==> src/sharpen_edge_3x3_filter_defines.svh <==
// Assertion macros shared by the sharpen filter RTL.
// No dependencies; included by the files that carry concurrent checks.
`ifndef SHARPEN_EDGE_3X3_FILTER_DEFINES_SVH
`define SHARPEN_EDGE_3X3_FILTER_DEFINES_SVH

// Implication or plain property, checked on every rising clock edge outside reset
`define SEF_ASSERT(lbl, prop, msg) \
   lbl: assert property (@(posedge clock) disable iff (reset) prop) else $error(msg);

// Condition that must never be seen
`define SEF_NEVER(lbl, expr, msg) \
   `SEF_ASSERT(lbl, !(expr), msg)

`endif

==> src/sef_pkg.sv <==
// Types and constants for the 3x3 sharpen filter.
// No dependencies; used by scoped names in the kernel, queue, top level and testbench.
package sef_pkg;

   // Frame geometry and pixel format
   localparam int MAX_WIDTH  = 512;
   localparam int MAX_HEIGHT = 4096;
   localparam int PIXEL_BITS = 16;
   localparam int PIX_W      = 16;
   localparam int LINE_W     = 2 * PIX_W;
   localparam int ADDR_W     = $clog2(MAX_WIDTH);
   localparam int ROW_W      = 12;
   localparam int COL_W      = 9;
   localparam int WIDTH_W    = 10;
   localparam int HEIGHT_W   = 13;
   localparam int CSR_DATA_W = 16;
   localparam int CSR_IDX_W  = 2;
   localparam int SUM_W      = 23;

   localparam logic [PIX_W-1:0] PIXEL_MASK = PIX_W'((1 << PIXEL_BITS) - 1);

   // Register reset values
   localparam logic [WIDTH_W-1:0]  WIDTH_RESET  = WIDTH_W'(512);
   localparam logic [HEIGHT_W-1:0] HEIGHT_RESET = HEIGHT_W'(512);
   localparam logic [PIX_W-1:0]    MAXV_RESET   = PIX_W'(255);

   // Result queue sizing
   localparam int RSP_DEPTH = 4;
   localparam int RSP_PTR_W = $clog2(RSP_DEPTH);
   localparam int RSP_CNT_W = $clog2(RSP_DEPTH + 1);

   // Register indexes
   typedef enum logic [CSR_IDX_W-1:0] {
      CSR_IMAGE_WIDTH  = 2'd0,
      CSR_IMAGE_HEIGHT = 2'd1,
      CSR_MAX_VALUE    = 2'd2
   } csr_index_type;

   // Two previous columns of the 3x3 window
   typedef struct packed {
      logic [PIX_W-1:0] up2_left;
      logic [PIX_W-1:0] up2_mid;
      logic [PIX_W-1:0] up1_left;
      logic [PIX_W-1:0] center;
      logic [PIX_W-1:0] cur_left;
      logic [PIX_W-1:0] cur_mid;
   } window_type;

   // One result word
   typedef struct packed {
      logic [ROW_W-1:0] row;
      logic [COL_W-1:0] col;
      logic [PIX_W-1:0] value;
      logic             frame_done;
      logic             run_last;
   } rsp_word_type;

endpackage

==> src/sef_rsp_fifo.sv <==
// Result queue: takes up to two words per cycle, hands out one.
// Depends on sef_pkg and the assertion macros header.
`include "sharpen_edge_3x3_filter_defines.svh"

module sef_rsp_fifo (
   input  logic                            clock,
   input  logic                            reset,
   input  logic [1:0]                      push_cnt,
   input  sef_pkg::rsp_word_type           push_first,
   input  sef_pkg::rsp_word_type           push_second,
   output logic [sef_pkg::RSP_CNT_W-1:0]   count,
   output logic                            rsp_valid,
   input  logic                            rsp_ready,
   output sef_pkg::rsp_word_type           rsp_word
);

   sef_pkg::rsp_word_type                 mem_ff [sef_pkg::RSP_DEPTH];
   logic [sef_pkg::RSP_PTR_W-1:0]         wr_ptr_ff, wr_ptr_in;
   logic [sef_pkg::RSP_PTR_W-1:0]         rd_ptr_ff, rd_ptr_in;
   logic [sef_pkg::RSP_CNT_W-1:0]         count_ff, count_in;
   logic [sef_pkg::RSP_PTR_W-1:0]         wr_next;
   logic                                  pop;

   assign pop       = rsp_valid && rsp_ready;
   assign wr_next   = wr_ptr_ff + 1'b1;
   assign rsp_valid = (count_ff != '0);
   assign rsp_word  = mem_ff[rd_ptr_ff];
   assign count     = count_ff;

   // Pointer and fill bookkeeping
   always_comb begin
      wr_ptr_in = wr_ptr_ff + sef_pkg::RSP_PTR_W'(push_cnt);
      rd_ptr_in = rd_ptr_ff + sef_pkg::RSP_PTR_W'(pop);
      count_in  = count_ff + sef_pkg::RSP_CNT_W'(push_cnt) - sef_pkg::RSP_CNT_W'(pop);
   end

   always_ff @(posedge clock) begin
      if (reset) begin
         wr_ptr_ff <= '0;
         rd_ptr_ff <= '0;
         count_ff  <= '0;
      end else begin
         wr_ptr_ff <= wr_ptr_in;
         rd_ptr_ff <= rd_ptr_in;
         count_ff  <= count_in;
      end
   end

   // Storage: first word at the tail, second right behind it
   always_ff @(posedge clock) begin
      if (push_cnt != 2'd0) begin
         mem_ff[wr_ptr_ff] <= push_first;
      end
      if (push_cnt == 2'd2) begin
         mem_ff[wr_next] <= push_second;
      end
   end

   `SEF_NEVER(a_push_overflow, ({1'b0, count_ff} + 4'(push_cnt)) > (4'(sef_pkg::RSP_DEPTH) + 4'(pop)), "result queue overflow")
   `SEF_NEVER(a_count_bound, count_ff > sef_pkg::RSP_CNT_W'(sef_pkg::RSP_DEPTH), "result queue count out of range")

endmodule

==> config.mk <==
export PLATFORM = sky130hd
export DESIGN_NAME = sef_rsp_fifo
export DESIGN_NICKNAME = d
export VERILOG_FILES = /design/src/sef_pkg.sv /design/src/sef_rsp_fifo.sv
export VERILOG_INCLUDE_DIRS = /design/src /design/src/src
export SDC_FILE = /design/constraint.sdc
export NUM_CORES = 1
export LEC_CHECK = 0
export ABC_CLOCK_PERIOD_IN_PS = 9300
export BUFFER_PORTS_ARGS = -buffer_cell sky130_fd_sc_hd__buf_2
export CELL_PAD_IN_SITES_DETAIL_PLACEMENT = 0
export CELL_PAD_IN_SITES_GLOBAL_PLACEMENT = 1
export CORE_ASPECT_RATIO = 0.6
export CORE_MARGIN = 5
export CORE_UTILIZATION = 54
export CTS_BUF_LIST = sky130_fd_sc_hd__clkbuf_4
export DETAILED_ROUTE_END_ITERATION = 8
export GPL_TIMING_DRIVEN = 0
export PLACE_DENSITY = 0.85
export SETUP_SLACK_MARGIN = 0.3
export SYNTH_ARGS = -nofsm -noshare
export SYNTH_HDL_FRONTEND = slang
export SYNTH_SLANG_ARGS = --single-unit
export TNS_END_PERCENT = 5
==> constraint.sdc <==
create_clock -name clock -period 9.3 [get_ports clock]
set_clock_uncertainty 0.2 [all_clocks]
set_input_delay 1.86 -clock clock [delete_from_list [all_inputs] [get_ports clock]]
set_output_delay 1.86 -clock clock [all_outputs]
set_load 0.02 [all_outputs]
==> flow_summary.json <==
{
  "postCtsSetupRepairBufs": 0,
  "fmax_mhz": 232,
  "powerDensity_nw_per_um2": 200,
  "root_buffer": "clkbuf_4",
  "yosys_warnings": 0,
  "drc": 0,
  "num_vias": 4450,
  "setup_viol": 0,
  "grt_pass1_vias": 4831,
  "port_buffers": 123,
  "cts.sink_count": 163,
  "period_share": 0.463,
  "netlist_top_cells_area": "edfxtp_1, mux2_2, mux4_2, mux2_4, dfxtp_1",
  "hpwlAfterDp_um": 11800,
  "gp_congestion": 0.748,
  "crit_fanout": 10,
  "vdd_drop_max_uv": 101,
  "synth-seq-area-share": 0.604,
  "area_delta_synth_final_pct": 15.5,
  "cts_max_level": 4,
  "p_total_mw": 1.84,
  "finalSetupTns_ns": 0,
  "cp-end-kind": "output port",
  "wl_um": 17300,
  "status": "complete, no violations",
  "antenna_found_initial": 4,
  "path_class": "reg2out",
  "p_leak_nw": 3.27,
  "hold_path.class": "reg2reg",
  "startpoint_type": "flip-flop",
  "cts_resized": 0,
  "cp.required_ns": 7.24,
  "worstSkewPairLatency_ns": 0.54,
  "postSynthCellCount": 421,
  "clkTransAtPathRegs_ns": 0.13,
  "final_nets": 654,
  "crit_chain": "buf_2 > buf_2 > mux4_2 > buf_2",
  "overflow": 0,
  "num_rows": 34,
  "grt_use_total": 0.203,
  "avgSynthCellArea_um2": 19.0,
  "final_util": 0.636,
  "dp_slack_ns": 5.36,
  "die_h_um": 104,
  "period_minus_slack_ns": 4.31,
  "chipWidth_um": 167,
  "viasPerCell": 5.71,
  "worstPathArrival_ns": 2.25,
  "dr.pass1.iters": 5,
  "synth_largest_area_cell": "edfxtp_1",
  "critPathSlowestCell": "mux4_2",
  "synth_top_area_share": 0.587,
  "max_slew.worst_pin.slew_ns": 0.809,
  "start_util": 0.550,
  "dieArea_um2": 17400,
  "dr.first_iter.drc_count": 326,
  "syn_area_um2": 7990,
  "hold_ws_ns": 0.527,
  "grt_max_degree": 23,
  "maxSlewViolCount": 0,
  "rsz0062_at_grt": "false",
  "tritoncts": "yes",
  "wl_per_cell_um": 22.3,
  "critPathTopFamily": "buffers and inverters",
  "ys_ff_latch": 163,
  "synth_cell_type_count": 29,
  "cts_buffers": 17,
  "layout-drive-gt1-share": 0.655,
  "syn-num-nets": 508,
  "setup_slack_ns": 4.99,
  "maxCapViolCount": 0,
  "core-area_um2": 14500,
  "cp_common_cell": "buf_2",
  "grt_pass1_wl_um": 27000,
  "max_slew_margin": 0.459,
  "ant_nets": 0,
  "io-pin-count": 126,
  "hold_buffers": 0,
  "crit_buf_inv": 3,
  "cpPeakStageDelay_ns": 0.59,
  "hold_viol": 0,
  "cts_max_path_buffers": 2
}
[worst reg2reg max path: stages, from the launching register on]
cell and delay [ns]:
dfxtp_1 0.46, and4bb_1 0.39, buf_2 0.30, o21bai_4 0.41, buf_16 0.26
[metrics by stage]
| stage | instance area (µm²) | instances |
|---|---|---|
| 3_3_place_gp | 8850 | 742 |
| 4_1_cts | 9220 | 778 |
| 6_report | 9220 | 779 |
| 3_5_place_dp | 8980 | 746 |
| 5_1_grt | 9220 | 779 |
| 2_1_floorplan | 7990 | 421 |
[Yosys cell counts]
library cell  instances
nand4b_1              1
o31ai_1               1
mux2_2              146
dfxtp_1               7
buf_4                 4
buf_8                 1
and4bb_1              1
nor2_1                8
ha_1                  3
buf_6                 3
o21bai_1              2
inv_1                 4
mux4_2               39
buf_2                14
o311ai_0              1
xnor3_1               1
nor2b_1               4
mux2_4               10
and4bb_4              1
edfxtp_1            156
o21ai_0               1
buf_1                 3
nor4b_4               1
mux2_1                2
clkbuf_1              2
xor3_1                1
fa_1                  1
or3_1                 1
mux2i_1               2
[area by class of cell]
type / instances / area (µm²)
Fill cell: 1068 / 5290
Sequential cell: 163 / 4820
Multi-Input combinational cell: 227 / 3020
Timing Repair Buffer: 127 / 711
Tap cell: 198 / 248
Buffer: 27 / 168
Clock buffer: 18 / 135
Clock inverter: 14 / 103
Inverter: 4 / 15.0
Antenna cell: 1 / 2.50
[cell families (layout without fill, tap and decap cells)]
| kind of cell | after synthesis | in the layout | synth area share |
|---|---|---|---|
| xor gates and xnor gates | 2 | 2 | 0.00580 |
| DFF | 163 | 163 | 0.604 |
| other | 0 | 1 | 0 |
| adders and majority gates | 4 | 4 | 0.00721 |
| muxes | 199 | 199 | 0.340 |
| and+or+nand+nor | 17 | 17 | 0.0154 |
| buffers and inverters | 31 | 190 | 0.0229 |
| AOI/OAI and AO/OA | 5 | 5 | 0.00454 |
[where the power goes]
group / internal, mW / switching, mW / total [mW]
Clock: 0.110 / 0.262 / 0.372
Combinational: 0.247 / 0.296 / 0.543
Sequential: 0.899 / 0.0278 / 0.927
Total: 1.26 / 0.586 / 1.84
[cells in the final DEF (no fill, tap or decap), types with 2 or more instances in the layout]
cell type | Yosys | routed
buf_1 | 3 | 3
buf_12 | 0 | 2
buf_16 | 0 | 2
buf_2 | 14 | 137
buf_4 | 4 | 4
buf_6 | 3 | 3
clkbuf_1 | 2 | 2
clkbuf_4 | 0 | 18
clkinv_1 | 0 | 2
clkinv_4 | 0 | 2
clkinvlp_4 | 0 | 5
dfxtp_1 | 7 | 7
edfxtp_1 | 156 | 156
ha_1 | 3 | 3
inv_1 | 4 | 4
inv_6 | 0 | 4
mux2_1 | 2 | 2
mux2_2 | 146 | 146
mux2_4 | 10 | 10
mux2i_1 | 2 | 2
mux4_2 | 39 | 39
nor2_1 | 8 | 6
nor2_4 | 0 | 2
nor2b_1 | 4 | 4
[worst paths after layout]
kind                           start                       to  slack, ns  depth (start not counted)
max          rd_ptr_ff[0]$_SDFF_PP0_             rsp_word[26]       4.99                          4
min          rd_ptr_ff[1]$_SDFF_PP0_  rd_ptr_ff[1]$_SDFF_PP0_       0.53                          2
max reg2reg  wr_ptr_ff[1]$_SDFF_PP0_  mem_ff[2][21]$_DFFE_PP_       7.01                          4
min reg2reg  rd_ptr_ff[1]$_SDFF_PP0_  rd_ptr_ff[1]$_SDFF_PP0_       0.53                          2
[per-layer routing]
metal,vias up,GRT usage,share of wire
met2,126,0.321,0.47
met1,2281,0.282,0.45
met3,20,0.0482,0.061
li1,2017,-,-
met4,6,0.0578,0.011
met5,-,0,0.0021
[registers in the layout, indices dropped and copies added, names as in the netlist]
name and cells:
count 3, rd_ptr_ff 2, mem_ff 156, wr_ptr_ff 2
(Power assumes the default switching activity.)
