<file path="config.mk">
export PLATFORM = sky130hd
export DESIGN_NAME = sef_kernel
export DESIGN_NICKNAME = d
export VERILOG_FILES = /design/src/sharpen_edge_3x3_filter_defines.svh /design/src/sef_pkg.sv /design/src/sef_kernel.sv
export SDC_FILE = /design/constraint.sdc
export NUM_CORES = 1
export LEC_CHECK = 0
export BUFFER_PORTS_ARGS = -buffer_cell sky130_fd_sc_hd__buf_2
export CAP_MARGIN = 25
export CELL_PAD_IN_SITES_DETAIL_PLACEMENT = 1
export CELL_PAD_IN_SITES_GLOBAL_PLACEMENT = 1
export CORE_ASPECT_RATIO = 1.4
export CORE_MARGIN = 2
export CORE_UTILIZATION = 44
export DETAILED_ROUTE_END_ITERATION = 7
export PLACE_DENSITY_LB_ADDON = 0.2
export SLEW_MARGIN = 20
export SYNTH_ARGS = -nofsm -noshare
export SYNTH_HDL_FRONTEND = slang
export SYNTH_SLANG_ARGS = --single-unit
</file>
<file path="constraint.sdc">
create_clock -name vclk -period 41.4
set_input_delay 10.35 -clock vclk [all_inputs]
set_output_delay 10.35 -clock vclk [all_outputs]
set_load 0.1 [all_outputs]
</file>
<file path="src/sharpen_edge_3x3_filter_defines.svh">
// Assertion macros shared by the sharpen filter RTL.
// No dependencies; included by the files that carry concurrent checks.
`ifndef SHARPEN_EDGE_3X3_FILTER_DEFINES_SVH
`define SHARPEN_EDGE_3X3_FILTER_DEFINES_SVH

// Implication or plain property, checked on every rising clock edge outside reset
`define SEF_ASSERT(lbl, prop, msg) \
   lbl: assert property (@(posedge clock) disable iff (reset) prop) else $error(msg);

// Condition that must never be seen
`define SEF_NEVER(lbl, expr, msg) \
   `SEF_ASSERT(lbl, !(expr), msg)

`endif

</file>
<file path="src/sef_pkg.sv">
// Types and constants for the 3x3 sharpen filter.
// No dependencies; used by scoped names in the kernel, queue, top level and testbench.
package sef_pkg;

   // Frame geometry and pixel format
   localparam int MAX_WIDTH  = 512;
   localparam int MAX_HEIGHT = 4096;
   localparam int PIXEL_BITS = 16;
   localparam int PIX_W      = 16;
   localparam int LINE_W     = 2 * PIX_W;
   localparam int ADDR_W     = $clog2(MAX_WIDTH);
   localparam int ROW_W      = 12;
   localparam int COL_W      = 9;
   localparam int WIDTH_W    = 10;
   localparam int HEIGHT_W   = 13;
   localparam int CSR_DATA_W = 16;
   localparam int CSR_IDX_W  = 2;
   localparam int SUM_W      = 23;

   localparam logic [PIX_W-1:0] PIXEL_MASK = PIX_W'((1 << PIXEL_BITS) - 1);

   // Register reset values
   localparam logic [WIDTH_W-1:0]  WIDTH_RESET  = WIDTH_W'(512);
   localparam logic [HEIGHT_W-1:0] HEIGHT_RESET = HEIGHT_W'(512);
   localparam logic [PIX_W-1:0]    MAXV_RESET   = PIX_W'(255);

   // Result queue sizing
   localparam int RSP_DEPTH = 4;
   localparam int RSP_PTR_W = $clog2(RSP_DEPTH);
   localparam int RSP_CNT_W = $clog2(RSP_DEPTH + 1);

   // Register indexes
   typedef enum logic [CSR_IDX_W-1:0] {
      CSR_IMAGE_WIDTH  = 2'd0,
      CSR_IMAGE_HEIGHT = 2'd1,
      CSR_MAX_VALUE    = 2'd2
   } csr_index_type;

   // Two previous columns of the 3x3 window
   typedef struct packed {
      logic [PIX_W-1:0] up2_left;
      logic [PIX_W-1:0] up2_mid;
      logic [PIX_W-1:0] up1_left;
      logic [PIX_W-1:0] center;
      logic [PIX_W-1:0] cur_left;
      logic [PIX_W-1:0] cur_mid;
   } window_type;

   // One result word
   typedef struct packed {
      logic [ROW_W-1:0] row;
      logic [COL_W-1:0] col;
      logic [PIX_W-1:0] value;
      logic             frame_done;
      logic             run_last;
   } rsp_word_type;

endpackage

</file>
<file path="src/sef_kernel.sv">
// Sharpen kernel: weighted 3x3 sum and clamp to 0..max_value.
// Depends on sef_pkg for the window type and widths.
module sef_kernel (
   input  sef_pkg::window_type           win,
   input  logic [sef_pkg::PIX_W-1:0]     two_up,
   input  logic [sef_pkg::PIX_W-1:0]     one_up,
   input  logic [sef_pkg::PIX_W-1:0]     pixel,
   input  logic [sef_pkg::PIX_W-1:0]     max_value,
   output logic [sef_pkg::PIX_W-1:0]     value
);

   logic [sef_pkg::PIX_W+1:0] corners;
   logic [sef_pkg::PIX_W+1:0] edges;
   logic [sef_pkg::SUM_W-1:0] sum;

   // Corners weigh -1, edge neighbors -4, center 20
   always_comb begin
      corners = (sef_pkg::PIX_W+2)'(win.up2_left) + (sef_pkg::PIX_W+2)'(two_up)
              + (sef_pkg::PIX_W+2)'(win.cur_left) + (sef_pkg::PIX_W+2)'(pixel);
      edges   = (sef_pkg::PIX_W+2)'(win.up2_mid) + (sef_pkg::PIX_W+2)'(win.up1_left)
              + (sef_pkg::PIX_W+2)'(one_up) + (sef_pkg::PIX_W+2)'(win.cur_mid);
      sum     = sef_pkg::SUM_W'({win.center, 4'b0000})
              + sef_pkg::SUM_W'({win.center, 2'b00})
              - sef_pkg::SUM_W'({edges, 2'b00})
              - sef_pkg::SUM_W'(corners);
   end

   // Clamp: negative to zero, above max_value to max_value
   always_comb begin
      if (sum[sef_pkg::SUM_W-1]) begin
         value = '0;
      end else if (sum[sef_pkg::SUM_W-2:0] > (sef_pkg::SUM_W-1)'(max_value)) begin
         value = max_value;
      end else begin
         value = sum[sef_pkg::PIX_W-1:0];
      end
   end

endmodule

</file>
==> results of run 1 <==
-- layer usage --
metal	track usage, %	part of all wire (%)	up-vias
met5	0	0	-
met4	2.25	1.2	0
met3	0.394	2.0	12
met2	49.6	59	109
met1	25.6	37	2812
li1	-	-	2763
-- per-stage QoR --
stage / setup slack [ns] / utilization (%) / hold WS, ns / std cells
after global routing: 11.48 / 52.8 / 21.23 / 1058
after global placement: 12.39 / 52.8 / 21.20 / 1058
after floorplan: 12.08 / - / 21.13 / 704
after CTS: 12.01 / 52.8 / 21.21 / 1058
final: 12.04 / 52.8 / 21.21 / 1058
after detailed placement: 12.05 / 52.8 / 21.21 / 1058
-- cells in the mapped netlist (all sizes together), types with 5 or more instances --
cell    count  share of area, %
inv       130               8.2
ha         89                19
fa         80                27
a21oi      53               4.5
nand2      47               3.0
xnor2      33               4.9
o21ai      26               2.4
nor2       20               1.3
xor2       19               2.8
a21o       17               2.2
nand3      16               1.4
nor3       16               1.4
and2       13               1.4
mux2       11               2.5
a211oi     10               1.7
a31oi      10               1.2
and3       10               1.1
or3        10               1.1
nor2b       9              0.99
o21a        8               1.0
nand2b      7              0.74
o211ai      6              0.76
or2         6              0.63
a211o       5              0.76
o21bai      5              0.63
-- cell type report --
type / count / area, um2
Inverter: 130 / 488
Fill cell: 1745 / 6270
Multi-Input combinational cell: 570 / 5400
Timing Repair Buffer: 176 / 881
Tap cell: 182 / 228
-- cell families (layout without fill, tap and decap cells) --
group | Yosys count | in the layout | synth area share, %
adders and majority gates | 169 | 169 | 45.8
muxes | 15 | 15 | 3.15
buffers and inverters | 134 | 306 | 8.81
and+or+nand+nor | 168 | 168 | 14.8
AOI/OAI and AO/OA | 166 | 166 | 19.7
xor gates and xnor gates | 52 | 52 | 7.69
-- worst paths after layout --
path | start | end | cells after the start
min | max_value[0] | value[0] | 4
max | win[1] | value[3] | 36
-- worst max-delay path, delay by kind of cell --
kind                     cells  cell delay [ns]
multiplexers                 1             0.30
adder cells (fa/ha/maj)      8             3.15
XOR/XNOR                     2             0.33
AO/OA/AOI/OAI               16             3.34
buffers and inverters        6             0.79
AND/OR/NAND/NOR              3             0.74
-- placed cells by master (no fill, tap or decap), drive strengths merged, types with 17 or more instances in the layout --
| cell type | count |
|---|---|
| a21o | 17 |
| a21oi | 53 |
| ha | 89 |
| fa | 80 |
| xnor2 | 33 |
| nor2 | 20 |
| inv | 130 |
| o21ai | 26 |
| buf | 176 |
| xor2 | 19 |
| nand2 | 47 |
==> impl_results.md, run 1 <==
- Outcome: completed
- Final period demand of the worst path: 29.36 ns
- Number of hold-slack violations in the final timing report: 0
- Resized Gates After CTS: 0
- Grt total ovfl: 0
- Detail Placement HPWL: 15,400 um
- Post-Synthesis Net Count: 1,033
- Fmax achieved: 34.1 MHz
- WP data required: 31.05 ns
- Number of clock buffer instances in the layout: 0
- Routability Congestion: 0.901
- Capturing element type of the critical path: primary output
- Synth cell types: 66
- Maximum Capacitance Violations: 0
- Post-CTS setup repair buffer count: 0
- Post-DR vias/cell: 5.38
- Die Width: 102 um
- Average wire per cell in the routed design: 15.7 um
- Effective utilization at floorplan: 44.7%
- Synth Area per Inst: 8.41 um2
- Die Span Y: 141 um
- First-pass GRT wire length: 27,800 um
- Die Outline Area: 14,400 um2
- Row cnt: 50
- Final net count: 1,207
- Final count of negative-setup-slack endpoints: 0
- Overall Global Routing Usage: 23.3%
- Cts hold-fix bufs: 0
- DRC violation count after routing: 0
- Total length of routed wires: 16,600 um
- Diode count: 0
- Length of the first detailed-routing pass in iterations: 4
- Share of layout cells above drive strength 1: 24.1%
- Placement-stage cell area: 7000 um2
- Post-Synthesis Cells: 704
- Slew @ Worst Pin: 0.882 ns
- Slowest cell on the critical path: or4_1
- Total negative slack: 0 ns
- Relative slew slack: 41.2%
- Maximum fanout encountered on the critical timing path: 15
- Sort of element at the start of the critical path: input pin
- Largest stage delay, worst path: 0.54 ns
- Antenna violations before repair: 0
- Initial detailed-routing violation count: 118
- Sequential-to-total area share from yosys stat: 0%
- Combined area of all synthesized cells: 5920 um2
- Largest net degree at the start of global routing: 19
- Post-layout instance area: 7000 um2
- Fin crit share: 70.9%
- Placeable Area: 13,300 um2
- Number of top-level pins: 176
- Area overhead of the layout relative to synthesis: 18.1%
- Number of synthesis warnings: 0
- Critical Path AT: 19.01 ns
- Unrepaired setup endpoints after global routing: false
- Final Max Slew Viols: 0
- Number of global-route vias before repair: 6,348
- Total number of vias: 5,696
- Routed Antenna Nets: 0
- Flip-flop and latch count: 0
- Type of the worst setup path: in2out
- Number of buffers added on ports: 176
- Flip-flop and latch area: 0 um2
- Hold crit path type: in2out
Power of run 1 is not shown: default switching activity piles up to over one toggle a cycle in this logic, so the estimate is an artifact.
==> run 2, diff against run 1 <==
--- a/config.mk
+++ b/config.mk
@@ -11,7 +11,7 @@
 export CELL_PAD_IN_SITES_GLOBAL_PLACEMENT = 1
 export CORE_ASPECT_RATIO = 1.4
 export CORE_MARGIN = 2
-export CORE_UTILIZATION = 44
+export CORE_UTILIZATION = 36
 export DETAILED_ROUTE_END_ITERATION = 7
 export PLACE_DENSITY_LB_ADDON = 0.2
 export SLEW_MARGIN = 20
==> constraint.sdc (replaced) <==
create_clock -name vclk -period 23.8
set_input_delay 5.95 -clock vclk [all_inputs]
set_output_delay 5.95 -clock vclk [all_outputs]
set_load 0.1 [all_outputs]
==> run 2 against run 1 <==
Net effect:
- sequential cell count did not move
- die area rose by 21%
- critical path depth did not move
- global-route usage fell by 5.8 points
- via count fell by 3.1%
- cell count rose by 1.8%
- highest routed layer unchanged
==> impl_results.md, run 2 (synthesis results as in run 1) <==
- Outcome: completed (unchanged)
- Flip-flop and latch area: 0 um2 (unchanged)
- Maximum fanout encountered on the critical timing path: 15 (unchanged)
- Effective utilization at floorplan: 36.8% (was 44.7%)
- Critical Path AT: 14.52 ns (was 19.01 ns)
- Relative slew slack: 47.2% (was 41.2%)
- Largest stage delay, worst path: 0.53 ns (was 0.54 ns)
- First-pass GRT wire length: 26,400 um (was 27,800 um)
- Slew @ Worst Pin: 0.792 ns (was 0.882 ns)
- Cts hold-fix bufs: 0 (unchanged)
- Antenna violations before repair: 2 (was 0)
- Total number of vias: 5,520 (was 5,696)
- Final Util: 43.6% (was 52.8%)
- Final period demand of the worst path: 20.47 ns
- Sort of element at the start of the critical path: input pin (unchanged)
- Final Max Slew Viols: 0 (unchanged)
- Type of the worst setup path: in2out (unchanged)
- Grt total ovfl: 0 (unchanged)
- Maximum Capacitance Violations: 0 (unchanged)
- Buffer and inverter count on the worst path: 6 (unchanged)
- Resized Gates After CTS: 0 (unchanged)
- Row cnt: 55 (was 50)
- Detail Placement HPWL: 14,100 um (was 15,400 um)
- Total negative slack: 0 ns (unchanged)
- Capturing element type of the critical path: primary output (unchanged)
- Length of the first detailed-routing pass in iterations: 4 (unchanged)
- WP data required: 17.85 ns (was 31.05 ns)
- Final count of negative-setup-slack endpoints: 0 (unchanged)
- Area overhead of the layout relative to synthesis: 18.6% (was 18.1%)
- Overall Global Routing Usage: 17.6% (was 23.3%)
- Placeable Area: 16,100 um2 (was 13,300 um2)
- Average wire per cell in the routed design: 14.1 um (was 15.7 um)
- Post-CTS setup repair buffer count: 0 (unchanged)
- Die Outline Area: 17,500 um2 (was 14,400 um2)
- Commonest non-fill, non-tap cells in the layout: buf_2, inv_1, ha_1 (unchanged)
- Leading cell type in the layout, fill and taps excluded: buf_2 (unchanged)
- Slowest cell on the critical path: fa_1 (was or4_1)
- Unrepaired setup endpoints after global routing: false (unchanged)
- Die Span Y: 156 um (was 141 um)
- Share of layout cells above drive strength 1: 24.1% (unchanged)
- Cell family contributing the most delay on the critical path: compound AO/OA/AOI/OAI gates (unchanged)
- Number of top-level pins: 176 (unchanged)
- Number of hold-slack violations in the final timing report: 0 (unchanged)
- Flip-flop and latch count: 0 (unchanged)
- Tightest hold margin: 12.39 ns (was 21.21 ns)
- Filler Cells Inserted: 2,056 (was 1,745)
- Post-DR vias/cell: 5.13 (was 5.38)
- Fmax achieved: 48.9 MHz
- PnR worst setup slack: 3.33 ns (was 12.04 ns)
- Hold crit path type: in2out (unchanged)
- Total length of routed wires: 15,200 um (was 16,600 um)
- Worst setup slack before clock tree synthesis: 3.29 ns (was 12.05 ns)
- Die Width: 112 um (was 102 um)
- Fin crit share: 86.0%
- Final net count: 1,207 (unchanged)
- DRC violation count after routing: 0 (unchanged)
- Number of buffers added on ports: 176 (unchanged)
- Number of global-route vias before repair: 6,074 (was 6,348)
- Number of clock buffer instances in the layout: 0 (unchanged)
- Largest net degree at the start of global routing: 19 (unchanged)
- Routability Congestion: 0.821 (was 0.901)
- Initial detailed-routing violation count: 126 (was 118)
- Routed Antenna Nets: 0 (unchanged)
-- run 2: cell types whose count changed in the layout (fill, tap and decap cells not counted) --
| cell | change |
|---|---|
| diode_2 | +2 |
-- run 2: routing by layer --
| metal | vias up | track usage [%] | part of all wire (%) |
|---|---|---|---|
| met5 | - | 0 | 0 |
| met1 | 2670 | 19.6 | 39 |
| met4 | 0 | 2.50 | 1.7 |
| met3 | 12 | 0.389 | 2.0 |
| li1 | 2754 | - | - |
| met2 | 84 | 37.1 | 57 |
-- run 2: path summary, 6_finish.rpt --
path,startpoint,endpoint,slack (ns),cells after the start
max,win[1],value[14],3.33,36
min,max_value[1],value[1],12.39,4
-- run 2: metrics by stage --
step / instances / instance area, um2
2_1_floorplan: 704 / 5920
3_3_place_gp: 1075 / 7020
3_5_place_dp: 1075 / 7020
4_1_cts: 1075 / 7020
5_1_grt: 1077 / 7020
6_report: 1077 / 7020
-- run 2: final cells by class --
class              count  area (um2)  share of cell area (%)
multi-input cells    570        5400                    76.9
inverters            130         488                    6.95
repair buffers       176         881                    12.5
diodes                 2        5.00                  0.0713
well taps            199         249                    3.55
Power of run 2 is left out for the same reason.
==> run 3, diff against run 2 <==
--- a/config.mk
+++ b/config.mk
@@ -14,6 +14,7 @@
 export CORE_UTILIZATION = 36
 export DETAILED_ROUTE_END_ITERATION = 7
 export PLACE_DENSITY_LB_ADDON = 0.2
+export RECOVER_POWER = 100
 export SLEW_MARGIN = 20
 export SYNTH_ARGS = -nofsm -noshare
 export SYNTH_HDL_FRONTEND = slang
==> constraint.sdc (replaced) <==
create_clock -name vclk -period 23.8
set_input_delay 1.19 -clock vclk [all_inputs]
set_output_delay 1.19 -clock vclk [all_outputs]
set_load 0.1 [all_outputs]
==> run 3 against run 2 <==
Net effect:
- routed wire length rose by 1.6%
- setup slack improved by 9.0 ns
- non-clock buffer count did not move
- first-iteration DRC count fell by 7.9%
- via count rose by 0.63%
- die area did not move
- count of clock-buffer cells in the layout did not move
- global-route usage rose by 0.33 points
- core utilization fell by 0.093 points
- sequential cell count did not move
- critical path depth did not move
- sequential share of layout area did not move
- critical path type unchanged
==> impl_results.md, run 3 (synthesis results as in run 1) <==
- Effective utilization at floorplan: 36.8% (unchanged)
- Worst setup slack before clock tree synthesis: 12.78 ns (was 3.29 ns)
- Outcome: completed (unchanged)
- Resized Gates After CTS: 0 (unchanged)
- Worst Hold Depth: 4 (unchanged)
- Length of the first detailed-routing pass in iterations: 4 (unchanged)
- First-pass GRT wire length: 26,800 um (was 26,400 um)
- Placement-stage cell area: 7020 um2 (unchanged)
- Capturing element type of the critical path: primary output (unchanged)
- Leading cell type in the layout, fill and taps excluded: buf_2 (unchanged)
- Fin crit share: 48.1% (was 86.0%)
- Slowest cell on the critical path: clkbuf_1 (was fa_1)
- Average wire per cell in the routed design: 14.3 um (was 14.1 um)
- Initial detailed-routing violation count: 116 (was 126)
- Cts hold-fix bufs: 0 (unchanged)
- PnR worst setup slack: 12.35 ns (was 3.33 ns)
- WP data required: 22.61 ns (was 17.85 ns)
- Routability Congestion: 0.822 (was 0.821)
- Total number of vias: 5,555 (was 5,520)
- Maximum fanout encountered on the critical timing path: 15 (unchanged)
- Fmax achieved: 87.3 MHz (was 48.9 MHz)
- Grt total ovfl: 0 (unchanged)
- Total length of routed wires: 15,400 um (was 15,200 um)
- Die Outline Area: 17,500 um2 (unchanged)
- Unrepaired setup endpoints after global routing: false (unchanged)
- Relative slew slack: 21.6% (was 47.2%)
- Largest net degree at the start of global routing: 19 (unchanged)
- Slew @ Worst Pin: 1.18 ns (was 0.792 ns)
- Number of hold-slack violations in the final timing report: 0 (unchanged)
- Overall Global Routing Usage: 17.9% (was 17.6%)
- Post-layout instance area: 7010 um2 (was 7020 um2)
- Critical Path AT: 10.26 ns (was 14.52 ns)
- Commonest non-fill, non-tap cells in the layout: buf_2, inv_1, ha_1 (unchanged)
- Final Max Slew Viols: 0 (unchanged)
- Number of top-level pins: 176 (unchanged)
- Maximum Capacitance Violations: 0 (unchanged)
- Die Span Y: 156 um (unchanged)
- Number of global-route vias before repair: 6,300 (was 6,074)
- Post-DR vias/cell: 5.15 (was 5.13)
- DRC violation count after routing: 0 (unchanged)
- Detail Placement HPWL: 14,200 um (was 14,100 um)
- Number of clock buffer instances in the layout: 0 (unchanged)
- Flip-flop and latch area: 0 um2 (unchanged)
- Row cnt: 55 (unchanged)
- Final count of negative-setup-slack endpoints: 0 (unchanged)
- Largest stage delay, worst path: 0.89 ns (was 0.53 ns)
- Final net count: 1,207 (unchanged)
- Total negative slack: 0 ns (unchanged)
- Placeable Area: 16,100 um2 (unchanged)
- Post-CTS setup repair buffer count: 0 (unchanged)
- Die Width: 112 um (unchanged)
- Type of the worst setup path: in2out (unchanged)
- Flip-flop and latch count: 0 (unchanged)
- Final period demand of the worst path: 11.45 ns (was 20.47 ns)
- Antenna violations before repair: 3 (was 2)
- Hold crit path type: in2out (unchanged)
- Sort of element at the start of the critical path: input pin (unchanged)
- Number of buffers added on ports: 176 (unchanged)
- Area overhead of the layout relative to synthesis: 18.3% (was 18.6%)
- Routed Antenna Nets: 0 (unchanged)
- Share of layout cells above drive strength 1: 22.3% (was 24.1%)
run 3: cell types whose count changed in the layout (fill, tap and decap cells not counted):
cell,previous run,this run
clkbuf_1,0,16
diode_2,2,4
buf_2,176,160
run 3: final cells by class:
| type | instances | area (um2) |
|---|---|---|
| fill | 2065 | 9090 |
| multi-input combinational | 570 | 5400 |
| timing repair buffer | 176 | 861 |
| inverter | 130 | 488 |
| tap | 199 | 249 |
| antenna | 4 | 10.0 |
run 3: final timing paths:
check               startpoint        end  slack [ns]
setup / recovery        win[1]  value[14]       12.35
hold / removal    max_value[1]   value[1]        3.10
run 3: per-layer routing:
metal / global-route usage (%) / share of wire [%]
met1: 19.9 / 39
met2: 37.0 / 56
met3: 0.466 / 2.3
met4: 4.24 / 2.8
met5: 0 / 0
run 3: critical path: cells and delay by family:
| family | cells | cell delay [ns] |
|---|---|---|
| adders and majority gates | 8 | 3.11 |
| and+or+nand+nor | 3 | 0.72 |
| buffers and inverters | 6 | 1.24 |
| AOI/OAI and AO/OA | 17 | 3.69 |
| xor gates and xnor gates | 2 | 0.31 |
run 3: stage by stage:
step	std cells	util [%]	hold WS (ns)
after floorplan	704	-	2.81
after global placement	1075	43.6	2.88
after detailed placement	1075	43.6	2.89
after CTS	1075	43.6	2.89
after global routing	1079	43.5	3.13
final	1079	43.5	3.10
Power of run 3 is left out for the same reason.
